--- config.mk ---
export PLATFORM = sky130hd
export DESIGN_NAME = dns_query_base64url_encoder_top
export DESIGN_NICKNAME = d
export VERILOG_FILES = /design/src/sv/dqb_pkg.sv /design/src/sv/dqb_ctrl.sv /design/src/sv/dqb_datapath.sv /design/src/sv/dns_query_base64url_encoder_top.sv
export SDC_FILE = /design/constraint.sdc
export NUM_CORES = 1
export LEC_CHECK = 0
export BUFFER_PORTS_ARGS = -buffer_cell sky130_fd_sc_hd__buf_2
export CORE_UTILIZATION = 45
export CTS_BUF_LIST = sky130_fd_sc_hd__clkbuf_16
export DETAILED_ROUTE_END_ITERATION = 12
export GPL_TIMING_DRIVEN = 0
export PLACE_DENSITY = 0.7
export SLEW_MARGIN = 5
export SYNTH_ARGS = -nofsm -noshare
export SYNTH_HDL_FRONTEND = slang
export SYNTH_SLANG_ARGS = --single-unit
export TNS_END_PERCENT = 30
--- constraint.sdc ---
create_clock -name clk_i -period 5.3 [get_ports clk_i]
set_clock_uncertainty 0.2 [all_clocks]
set_input_delay 1.06 -clock clk_i [delete_from_list [all_inputs] [get_ports clk_i]]
set_output_delay 1.06 -clock clk_i [all_outputs]
set_load 0.02 [all_outputs]
--- src/sv/dqb_pkg.sv ---
// ----------------------------------------------------------------------------
// dqb_pkg: shared types, constants and functions of the DNS query encoder
// Byte source codes, controller/datapath command and status bundles,
// header/trailer byte tables and the base64url character map.
// ----------------------------------------------------------------------------
package dqb_pkg;

  localparam int unsigned MaxLabel = 63;   // longest label before a split
  localparam int unsigned LenW     = 6;    // label length and step counter
  localparam int unsigned CharW    = 7;    // one base64url ASCII character
  localparam int unsigned CountW   = 3;    // characters in a group

  localparam logic [7:0]        DotChar     = 8'h2E;
  localparam logic [LenW-1:0]   HdrLastStep = 6'd11;  // 12 header bytes
  localparam logic [LenW-1:0]   TrlLastStep = 6'd4;   // root, QTYPE, QCLASS
  localparam logic [CountW-1:0] CountFull   = 3'd4;

  typedef enum logic [1:0] {
    SRC_HDR,
    SRC_LEN,
    SRC_MEM,
    SRC_TRL
  } byte_src_e;

  typedef struct packed {
    logic      accept;    // latch the incoming character
    logic      push;      // append one byte to the stream
    byte_src_e src;       // where the pushed byte comes from
    logic      step_clr;
    logic      step_inc;
    logic      store;     // write the character into the label buffer
    logic      len_clr;   // label flushed
    logic      partial;   // emit the short final group and drop the carry
    logic      hand_off;  // hand the held group to the output, closing the run
  } dqb_cmd_t;

  typedef struct packed {
    logic [LenW-1:0] step;
    logic [LenW-1:0] lbl_len;
    logic            is_dot;
    logic            last;
    logic            carry_nz;
    logic            push_ok;
    logic            group_ok;
    logic            out_free;
    logic            pend_valid;
  } dqb_status_t;

  function automatic logic [CharW-1:0] b64_char(input logic [5:0] idx);
    logic [7:0] c;
    if (idx < 6'd26) begin
      c = 8'd65 + {2'b00, idx};
    end else if (idx < 6'd52) begin
      c = 8'd71 + {2'b00, idx};
    end else if (idx < 6'd62) begin
      c = {2'b00, idx} - 8'd4;
    end else if (idx == 6'd62) begin
      c = 8'd45;
    end else begin
      c = 8'd95;
    end
    return c[CharW-1:0];
  endfunction

  // Header: id, flags 0x0100, QDCOUNT 1, other counts zero
  function automatic logic [7:0] hdr_byte(input logic [LenW-1:0] step,
                                          input logic [15:0] id);
    logic [7:0] b;
    case (step)
      6'd0:    b = id[15:8];
      6'd1:    b = id[7:0];
      6'd2:    b = 8'h01;
      6'd5:    b = 8'h01;
      default: b = 8'h00;
    endcase
    return b;
  endfunction

  // Trailer: root label, QTYPE, QCLASS 1
  function automatic logic [7:0] trl_byte(input logic [LenW-1:0] step,
                                          input logic [15:0] qtype);
    logic [7:0] b;
    case (step)
      6'd1:    b = qtype[15:8];
      6'd2:    b = qtype[7:0];
      6'd4:    b = 8'h01;
      default: b = 8'h00;
    endcase
    return b;
  endfunction

endpackage

--- src/sv/dqb_ctrl.sv ---
// ----------------------------------------------------------------------------
// dqb_ctrl: query sequencer
// Walks one character through header, label flush, store and trailer phases,
// issuing one byte push per cycle when the datapath can take it.
// ----------------------------------------------------------------------------
module dqb_ctrl
  import dqb_pkg::*;
(
  input  logic        clk_i,
  input  logic        rst_ni,
  input  logic        in_valid_i,
  input  logic        in_first_i,
  output logic        in_ready_o,
  input  dqb_status_t status_i,
  output dqb_cmd_t    cmd_o
);

  typedef enum logic [3:0] {
    ST_IDLE,
    ST_HDR,
    ST_PRE,
    ST_LEN,
    ST_DATA,
    ST_STORE,
    ST_POST,
    ST_TRL,
    ST_PART,
    ST_DONE
  } state_e;

  state_e state_q, state_d;
  logic   handled_q, handled_d;   // character stored or consumed as a dot
  state_e after_flush;

  assign in_ready_o = (state_q == ST_IDLE);

  always_comb begin
    if (!handled_q) begin
      after_flush = ST_STORE;
    end else if (status_i.last) begin
      after_flush = ST_TRL;
    end else begin
      after_flush = ST_DONE;
    end
  end

  always_comb begin
    cmd_o     = '0;
    state_d   = state_q;
    handled_d = handled_q;
    case (state_q)
      ST_IDLE: begin
        if (in_valid_i) begin
          cmd_o.accept   = 1'b1;
          cmd_o.step_clr = 1'b1;
          handled_d      = 1'b0;
          state_d        = in_first_i ? ST_HDR : ST_PRE;
        end
      end
      ST_HDR: begin
        cmd_o.src = SRC_HDR;
        if (status_i.push_ok) begin
          cmd_o.push = 1'b1;
          if (status_i.step == HdrLastStep) begin
            cmd_o.step_clr = 1'b1;
            state_d        = ST_PRE;
          end else begin
            cmd_o.step_inc = 1'b1;
          end
        end
      end
      ST_PRE: begin
        if (status_i.is_dot) begin
          handled_d = 1'b1;
          state_d   = ST_LEN;
        end else if (status_i.lbl_len == LenW'(MaxLabel)) begin
          state_d = ST_LEN;
        end else begin
          state_d = ST_STORE;
        end
      end
      ST_LEN: begin
        cmd_o.src = SRC_LEN;
        if (status_i.push_ok) begin
          cmd_o.push     = 1'b1;
          cmd_o.step_clr = 1'b1;
          if (status_i.lbl_len == '0) begin
            cmd_o.len_clr = 1'b1;
            state_d       = after_flush;
          end else begin
            state_d = ST_DATA;
          end
        end
      end
      ST_DATA: begin
        cmd_o.src = SRC_MEM;
        if (status_i.push_ok) begin
          cmd_o.push = 1'b1;
          if (status_i.step == status_i.lbl_len - 6'd1) begin
            cmd_o.step_clr = 1'b1;
            cmd_o.len_clr  = 1'b1;
            state_d        = after_flush;
          end else begin
            cmd_o.step_inc = 1'b1;
          end
        end
      end
      ST_STORE: begin
        cmd_o.store = 1'b1;
        handled_d   = 1'b1;
        state_d     = ST_POST;
      end
      ST_POST: begin
        state_d = status_i.last ? ST_LEN : ST_DONE;
      end
      ST_TRL: begin
        cmd_o.src = SRC_TRL;
        if (status_i.push_ok) begin
          cmd_o.push = 1'b1;
          if (status_i.step == TrlLastStep) begin
            cmd_o.step_clr = 1'b1;
            state_d        = ST_PART;
          end else begin
            cmd_o.step_inc = 1'b1;
          end
        end
      end
      ST_PART: begin
        if (!status_i.carry_nz || status_i.group_ok) begin
          cmd_o.partial = 1'b1;
          state_d       = ST_DONE;
        end
      end
      ST_DONE: begin
        if (!status_i.pend_valid) begin
          state_d = ST_IDLE;
        end else if (status_i.out_free) begin
          cmd_o.hand_off = 1'b1;
          state_d        = ST_IDLE;
        end
      end
      default: begin
        state_d = ST_IDLE;
      end
    endcase
  end

  always_ff @(posedge clk_i or negedge rst_ni) begin
    if (!rst_ni) begin
      state_q   <= ST_IDLE;
      handled_q <= 1'b0;
    end else begin
      state_q   <= state_d;
      handled_q <= handled_d;
    end
  end

endmodule

--- src/sv/dqb_datapath.sv ---
// ----------------------------------------------------------------------------
// dqb_datapath: label buffer, byte packer and output stage
// Holds the current label in a small memory, packs pushed bytes into 3-byte
// groups, holds the newest group until its run flags are known, then encodes
// it into base64url characters in the output register.
// ----------------------------------------------------------------------------
module dqb_datapath
  import dqb_pkg::*;
(
  input  logic              clk_i,
  input  logic              rst_ni,
  input  dqb_cmd_t          cmd_i,
  output dqb_status_t       status_o,
  input  logic [7:0]        ch_i,
  input  logic              first_i,
  input  logic              last_i,
  input  logic [15:0]       id_i,
  input  logic [15:0]       qtype_i,
  input  logic              out_ready_i,
  output logic              out_valid_o,
  output logic [CharW-1:0]  out_char0_o,
  output logic [CharW-1:0]  out_char1_o,
  output logic [CharW-1:0]  out_char2_o,
  output logic [CharW-1:0]  out_char3_o,
  output logic [CountW-1:0] out_count_o,
  output logic              out_last_o,
  output logic              out_end_o
);

  // Current item
  logic [7:0]  ch_q;
  logic        last_q;
  logic [15:0] id_q;
  logic [15:0] qtype_q;

  // Label buffer
  logic [7:0]      label_mem [MaxLabel];
  logic [7:0]      rd_q;
  logic [LenW-1:0] lbl_len_q;
  logic [LenW-1:0] step_q, step_d;

  // Byte packer
  logic [7:0] carry0_q, carry1_q;
  logic [1:0] carry_cnt_q;

  // Group waiting for its run flags
  logic              pend_valid_q;
  logic [7:0]        pend_b0_q, pend_b1_q, pend_b2_q;
  logic [CountW-1:0] pend_cnt_q;

  // Output register
  logic              out_valid_q;
  logic [CharW-1:0]  out_c0_q, out_c1_q, out_c2_q, out_c3_q;
  logic [CountW-1:0] out_cnt_q;
  logic              out_last_q, out_end_q;

  logic [7:0]        byte_val;
  logic              group_form, out_load, out_free, group_ok;
  logic [7:0]        g1, g2;
  logic [CountW-1:0] gcnt;
  logic [23:0]       pend_word;

  always_comb begin
    case (cmd_i.src)
      SRC_HDR: byte_val = hdr_byte(step_q, id_q);
      SRC_LEN: byte_val = {2'b00, lbl_len_q};
      SRC_MEM: byte_val = rd_q;
      SRC_TRL: byte_val = trl_byte(step_q, qtype_q);
      default: byte_val = 8'h00;
    endcase
  end

  always_comb begin
    if (cmd_i.step_clr) begin
      step_d = '0;
    end else if (cmd_i.step_inc) begin
      step_d = step_q + 6'd1;
    end else begin
      step_d = step_q;
    end
  end

  assign out_free   = !out_valid_q || out_ready_i;
  assign group_ok   = !pend_valid_q || out_free;
  assign group_form = (cmd_i.push && carry_cnt_q == 2'd2) ||
                      (cmd_i.partial && carry_cnt_q != 2'd0);
  assign out_load   = (group_form && pend_valid_q) || cmd_i.hand_off;
  assign g1         = (carry_cnt_q == 2'd2) ? carry1_q : 8'h00;
  assign g2         = cmd_i.push ? byte_val : 8'h00;
  assign gcnt       = cmd_i.push ? CountFull : ({1'b0, carry_cnt_q} + 3'd1);
  assign pend_word  = {pend_b0_q, pend_b1_q, pend_b2_q};

  assign status_o.step       = step_q;
  assign status_o.lbl_len    = lbl_len_q;
  assign status_o.is_dot     = (ch_q == DotChar);
  assign status_o.last       = last_q;
  assign status_o.carry_nz   = (carry_cnt_q != 2'd0);
  assign status_o.push_ok    = (carry_cnt_q != 2'd2) || group_ok;
  assign status_o.group_ok   = group_ok;
  assign status_o.out_free   = out_free;
  assign status_o.pend_valid = pend_valid_q;

  // Label memory: write on store, read always at the next step
  always_ff @(posedge clk_i) begin
    if (cmd_i.store) begin
      label_mem[lbl_len_q] <= ch_q;
    end
    rd_q <= label_mem[step_d];
  end

  always_ff @(posedge clk_i) begin
    if (cmd_i.accept) begin
      ch_q <= ch_i;
      id_q <= id_i;
    end
    if (group_form) begin
      pend_b0_q  <= carry0_q;
      pend_b1_q  <= g1;
      pend_b2_q  <= g2;
      pend_cnt_q <= gcnt;
    end
    if (cmd_i.push && carry_cnt_q != 2'd2) begin
      if (carry_cnt_q[0]) begin
        carry1_q <= byte_val;
      end else begin
        carry0_q <= byte_val;
      end
    end
    if (out_load) begin
      out_c0_q  <= b64_char(pend_word[23:18]);
      out_c1_q  <= b64_char(pend_word[17:12]);
      out_c2_q  <= (pend_cnt_q >= 3'd3) ? b64_char(pend_word[11:6]) : '0;
      out_c3_q  <= (pend_cnt_q == CountFull) ? b64_char(pend_word[5:0]) : '0;
      out_cnt_q <= pend_cnt_q;
      out_last_q <= cmd_i.hand_off;
      out_end_q  <= cmd_i.hand_off && last_q;
    end
  end

  always_ff @(posedge clk_i or negedge rst_ni) begin
    if (!rst_ni) begin
      last_q       <= 1'b0;
      qtype_q      <= '0;
      lbl_len_q    <= '0;
      step_q       <= '0;
      carry_cnt_q  <= '0;
      pend_valid_q <= 1'b0;
      out_valid_q  <= 1'b0;
    end else begin
      step_q <= step_d;
      if (cmd_i.accept) begin
        last_q <= last_i;
        if (first_i) begin
          qtype_q     <= qtype_i;
          lbl_len_q   <= '0;
          carry_cnt_q <= '0;
        end
      end
      if (cmd_i.store) begin
        lbl_len_q <= lbl_len_q + 6'd1;
      end else if (cmd_i.len_clr) begin
        lbl_len_q <= '0;
      end
      if (cmd_i.partial) begin
        carry_cnt_q <= '0;
      end else if (cmd_i.push) begin
        carry_cnt_q <= (carry_cnt_q == 2'd2) ? 2'd0 : carry_cnt_q + 2'd1;
      end
      if (group_form) begin
        pend_valid_q <= 1'b1;
      end else if (cmd_i.hand_off) begin
        pend_valid_q <= 1'b0;
      end
      if (out_load) begin
        out_valid_q <= 1'b1;
      end else if (out_ready_i) begin
        out_valid_q <= 1'b0;
      end
    end
  end

  assign out_valid_o = out_valid_q;
  assign out_char0_o = out_c0_q;
  assign out_char1_o = out_c1_q;
  assign out_char2_o = out_c2_q;
  assign out_char3_o = out_c3_q;
  assign out_count_o = out_cnt_q;
  assign out_last_o  = out_last_q;
  assign out_end_o   = out_end_q;

endmodule

--- src/sv/dns_query_base64url_encoder_top.sv ---
// ----------------------------------------------------------------------------
// dns_query_base64url_encoder_top: hostname to base64url DNS wire query
// Builds a DNS query (header, length-prefixed labels, root, QTYPE, QCLASS)
// from a stream of hostname characters and emits it base64url-encoded,
// without padding, one group of up to four characters per transaction.
// ----------------------------------------------------------------------------
//
//  Channel  | Direction | tdata (low bit first)                  | tuser      | tlast
//  ---------+-----------+----------------------------------------+------------+------------
//  s_axis   | in        | name_char[7:0] query_id[15:0]          | first_char | last_char
//           |           | query_type[15:0]  (40 bits)            |            |
//  m_axis   | out       | out_char0..3 [6:0] each, char_count    | query_end  | last_of_run
//           |           | [2:0], one zero pad bit  (32 bits)     |            |
//
//  Sequencing: a character is accepted and checked; a dot, or a character
//  arriving at a full label, flushes the label; a non-dot character is then
//  stored, and a final character flushes its label and adds the trailer.
//  Bytes added: 12 for a header, label length + 1 per label flush, 5 for the
//  trailer. At most one byte is pushed per cycle; the single push port sets the rate.
//  Stalls: a full group waits in a holding stage until the next group or the
//  end of the item settles its tlast; the sequencer pauses while both the
//  holding stage and the output register are occupied and m_axis is stalled.
//  Reset: asynchronous, active low; clears sequencer state, label length,
//  carried byte count and held QTYPE. The label buffer needs no clearing.
// ----------------------------------------------------------------------------
module dns_query_base64url_encoder_top
  import dqb_pkg::*;
(
  input  logic        clk_i,
  input  logic        rst_ni,
  // Input characters
  input  logic        s_axis_tvalid,
  output logic        s_axis_tready,
  input  logic [39:0] s_axis_tdata,   // name_char[7:0], query_id[23:8], query_type[39:24]
  input  logic        s_axis_tuser,   // first_char
  input  logic        s_axis_tlast,   // last_char
  // Encoded groups
  output logic        m_axis_tvalid,
  input  logic        m_axis_tready,
  output logic [31:0] m_axis_tdata,   // out_char0[6:0], out_char1[13:7], out_char2[20:14],
                                      // out_char3[27:21], char_count[30:28], zero[31]
  output logic        m_axis_tuser,   // query_end
  output logic        m_axis_tlast    // last_of_run
);

  dqb_cmd_t    cmd;
  dqb_status_t status;

  logic [CharW-1:0]  char0, char1, char2, char3;
  logic [CountW-1:0] count;

  // Sequence header, label flushes and trailer for each accepted character
  dqb_ctrl u_ctrl (
    .clk_i      (clk_i),
    .rst_ni     (rst_ni),
    .in_valid_i (s_axis_tvalid),
    .in_first_i (s_axis_tuser),
    .in_ready_o (s_axis_tready),
    .status_i   (status),
    .cmd_o      (cmd)
  );

  // Buffer labels, pack bytes into groups and encode them
  dqb_datapath u_datapath (
    .clk_i       (clk_i),
    .rst_ni      (rst_ni),
    .cmd_i       (cmd),
    .status_o    (status),
    .ch_i        (s_axis_tdata[7:0]),
    .first_i     (s_axis_tuser),
    .last_i      (s_axis_tlast),
    .id_i        (s_axis_tdata[23:8]),
    .qtype_i     (s_axis_tdata[39:24]),
    .out_ready_i (m_axis_tready),
    .out_valid_o (m_axis_tvalid),
    .out_char0_o (char0),
    .out_char1_o (char1),
    .out_char2_o (char2),
    .out_char3_o (char3),
    .out_count_o (count),
    .out_last_o  (m_axis_tlast),
    .out_end_o   (m_axis_tuser)
  );

  // Pack the group fields, lowest field first, pad to whole bytes
  assign m_axis_tdata = {1'b0, count, char3, char2, char1, char0};

endmodule
==> metrics.md <==
| Metric | Value |
|---|---|
| Status | `complete, but fails checks` |
| Failing checks | `setup timing` |
| Crit. path cell count | `15` |
| Via-to-Cell Ratio | `6.210` |
| Boundary Pins | `82` |
| Top_reg_cell synth | `edfxtp_1` |
| HPWL after detailed placement | `59240 um` |
| Clock Pin Slew Worst Setup and Hold Paths | `0.06 ns` |
| Share of cells above drive strength 1 | `0.1627` |
| Port Buffers | `80` |
| CP peak stage delay | `0.63 ns` |
| Initial antenna violation count | `3` |
| Leakage | `11.34 nW` |
| Met2 WL post-DR | `39310 um` |
| DRT antenna net count | `0` |
| CTS tree | `done` |
| Cell Chain, Critical Path | `buf_2, inv_1, ha_1, o21ba_1, a221o_1, and2_1, nor3_1, a21oi_1, o21ai_2, buf_2, clkbuf_1, nand2_1, nor3_1, and4b_1, o31ai_1` |
| Initial Util | `0.4548` |
| Via count of the first global-routing pass | `18650` |
| Iteration-0 DRC Markers | `2507` |
| DR vias | `19260` |
| Slew @ Worst Pin | `1.157 ns` |
| CP Data Arrival Time | `5.60 ns` |
| Most common cell after layout, fill and taps aside | `edfxtp_1` |
| Largest net degree at the start of global routing | `39` |
| Max_cap viols | `0` |
| Register bit total from synthesis | `650` |
| GR Util All Layers | `0.2670` |
| Tot Pwr | `0.01667 W` |
| Fin. Hold Viols | `0` |
| Num CTS Buffers | `68` |
| Die Ht | `251.5 um` |
| Final setup margin | `-0.05822 ns` |
| Synth warnings | `0` |
| Synth unique cells | `100` |
| Synthesized instance count | `2042` |
| Fin Setup TNS | `-0.08075 ns` |
| Row cnt | `91` |
| WHS Path Cells | `0` |
| Seq/Total Area, Yosys | `0.6872` |
| Crit path launch type | `flip-flop` |
| Post-Syn Area per Cell | `13.72 um2` |
| Layout filler cell count | `5097` |
| Hold Path Class | `reg2reg` |
| 1st-pass router iterations | `6` |
| # clock sinks | `650` |
| Post-synth net total | `2123` |
| GPL Wtd Cong | `0.9757` |
| CP bufs+invs | `4` |
| Placed cells | `2980` |
| Worst relative slew slack | `0.2258` |
| Final net count | `2294` |
| P per Cell Area | `517.7 nW/um2` |
| Async SR Flop Fraction | `0.05846` |
| Seq. cell area | `19250 um2` |
| R2R cell count | `15` |
| Die ar. | `63250 um2` |
| GRT overflow | `0` |
| Top cell type's share of synthesized area | `0.6475` |
| Final setup fails | `2` |
| H-tree levels | `3` |
| Crit-path max FO | `10` |
| Delay-heaviest family, CP | `simple AND/OR/NAND/NOR gates` |
| Core Area | `61600 um2` |
| WP data required | `5.54 ns` |
| CTS Hold Bufs | `0` |
| DIE WIDTH | `251.5 um` |
| Area Growth Syn to Fin | `14.94%` |
| Post-synth EDFFs | `604` |
| Most area-consuming cells after synthesis | `edfxtp_1, nand2_1, dfrtp_1` |
| Multi-input gate area | `7994 um2` |
| Worst-Skew Late Latency | `0.63 ns` |
| Clk Tree Root Cell | `clkbuf_16` |
| Netlist Area Pre-Place | `28010 um2` |
| Wire length on met1 | `31770 um` |
| Met3 Wirelength | `8439 um` |
| RSZ-0062 raised after global routing | `yes` |
| Crit share post-route | `1.011` |
| Dpl ws | `-0.5291 ns` |
| Top layer in use | `met5` |
| DRC viols | `0` |
| Per-cell routed wire length | `27.18 um` |
| Hold Slack | `0.2181 ns` |
| FMAX | `186.6 MHz` |
| Critical path endpoint category | `flip-flop` |
| Setup bufs post-CTS | `0` |
| Most frequent cells in the layout | `edfxtp_1, nand2_1, nor2_1` |
| Cell accounting for the most synthesized area | `edfxtp_1` |
| Max rail drop VDD | `0.0003758 V` |
| Tmin final | `5.358 ns` |
| Final slew viol count | `0` |
| CP Class | `reg2reg` |
| First-pass GRT wire length | `122500 um` |
| Routed WL | `84280 um` |
| Final Non-Filler Cells | `3101` |
| Clk buf depth | `3` |
| Slowest-stage cell, CP | `clkbuf_1` |
-- report_power, final --
part / total, W / internal (W) / switching [W]
registers: 0.00646 / 0.00622 / 0.000242
logic: 0.00560 / 0.00178 / 0.00382
clock network: 0.00460 / 0.00260 / 0.00200
-- layer usage --
layer / global-route usage / vias to the layer above
met5: 0.002317 / -
met2: 0.4257 / 1181
met1: 0.3406 / 9580
met4: 0.1479 / 4
li1: - / 8236
met3: 0.05623 / 255
-- cells in the mapped netlist (all sizes together), types with 11 or more instances --
library cell  number
edfxtp           604
nand2            259
nor2             143
a21oi             84
buf               73
nand3             68
o21ai             57
mux2i             51
clkbuf            46
inv               45
nor3              42
a221oi            38
dfrtp             38
mux2              37
ha                35
a211oi            33
a31oi             33
and2              32
and3              22
a22oi             18
o22ai             18
a221o             12
a2111oi           11
nand4             11
nor4              11
o31ai             11
-- timing repair --
| item | CTS | global route |
|---|---|---|
| endpoints found under the setup margin | 7 | 7 |
| pin swaps | 0 | 0 |
| gates resized for setup | 6 | 14 |
-- sequential cells by signal, summed over array words and instances (netlist names), 4 cells and up --
name,flops
u_datapath.label_mem,504
u_datapath.id_q,16
u_datapath.qtype_q,16
u_datapath.carry0_q,8
u_datapath.carry1_q,8
u_datapath.ch_q,8
u_datapath.pend_b0_q,8
u_datapath.pend_b1_q,8
u_datapath.pend_b2_q,8
u_datapath.rd_q,8
u_datapath.out_char0_o,7
u_datapath.out_char1_o,7
u_datapath.out_char2_o,7
u_datapath.out_char3_o,7
u_datapath.lbl_len_q,6
u_datapath.step_q,6
u_ctrl.state_q,4
-- logic make-up after synthesis --
family | Yosys count | share of synthesized area
flops | 650 | 0.6872
compound gates | 433 | 0.1150
fa+ha+maj | 35 | 0.01563
other cells | 1 | 0.0001339
buf+inv | 165 | 0.03028
simple gates | 647 | 0.1076
xor+xnor | 15 | 0.004690
mux | 96 | 0.03953
-- final timing paths --
check                                        start                       to  slack (ns)
max                        u_datapath.lbl_len_q[0]       u_datapath.rd_q[6]       -0.06
min                         u_datapath.carry0_q[4]  u_datapath.pend_b0_q[4]        0.22
max reg2reg                u_datapath.lbl_len_q[0]       u_datapath.rd_q[6]       -0.06
min reg2reg                 u_datapath.carry0_q[4]  u_datapath.pend_b0_q[4]        0.22
max in group asynchronous                   rst_ni     u_datapath.step_q[4]        3.92
min in group asynchronous                   rst_ni    u_datapath.qtype_q[1]        0.39
-- through the flow --
stage	cell area (um2)	utilization
final	32200	0.5227
after global routing	32190	0.5226
after CTS	32140	0.5218
after detailed placement	30010	0.4872
after global placement	29460	0.4783
after floorplan	28010	-
-- cell type report --
class / count / area share
Buffer: 119 / 0.02126
Antenna cell: 2 / 0.0001554
Sequential cell: 650 / 0.5979
Timing Repair Buffer: 101 / 0.02899
Clock buffer: 70 / 0.05441
Inverter: 46 / 0.005402
Clock inverter: 49 / 0.01111
Tap cell: 837 / 0.03253
Multi-Input combinational cell: 1227 / 0.2483
No activity file was read; power rests on OpenSTA's default activity.
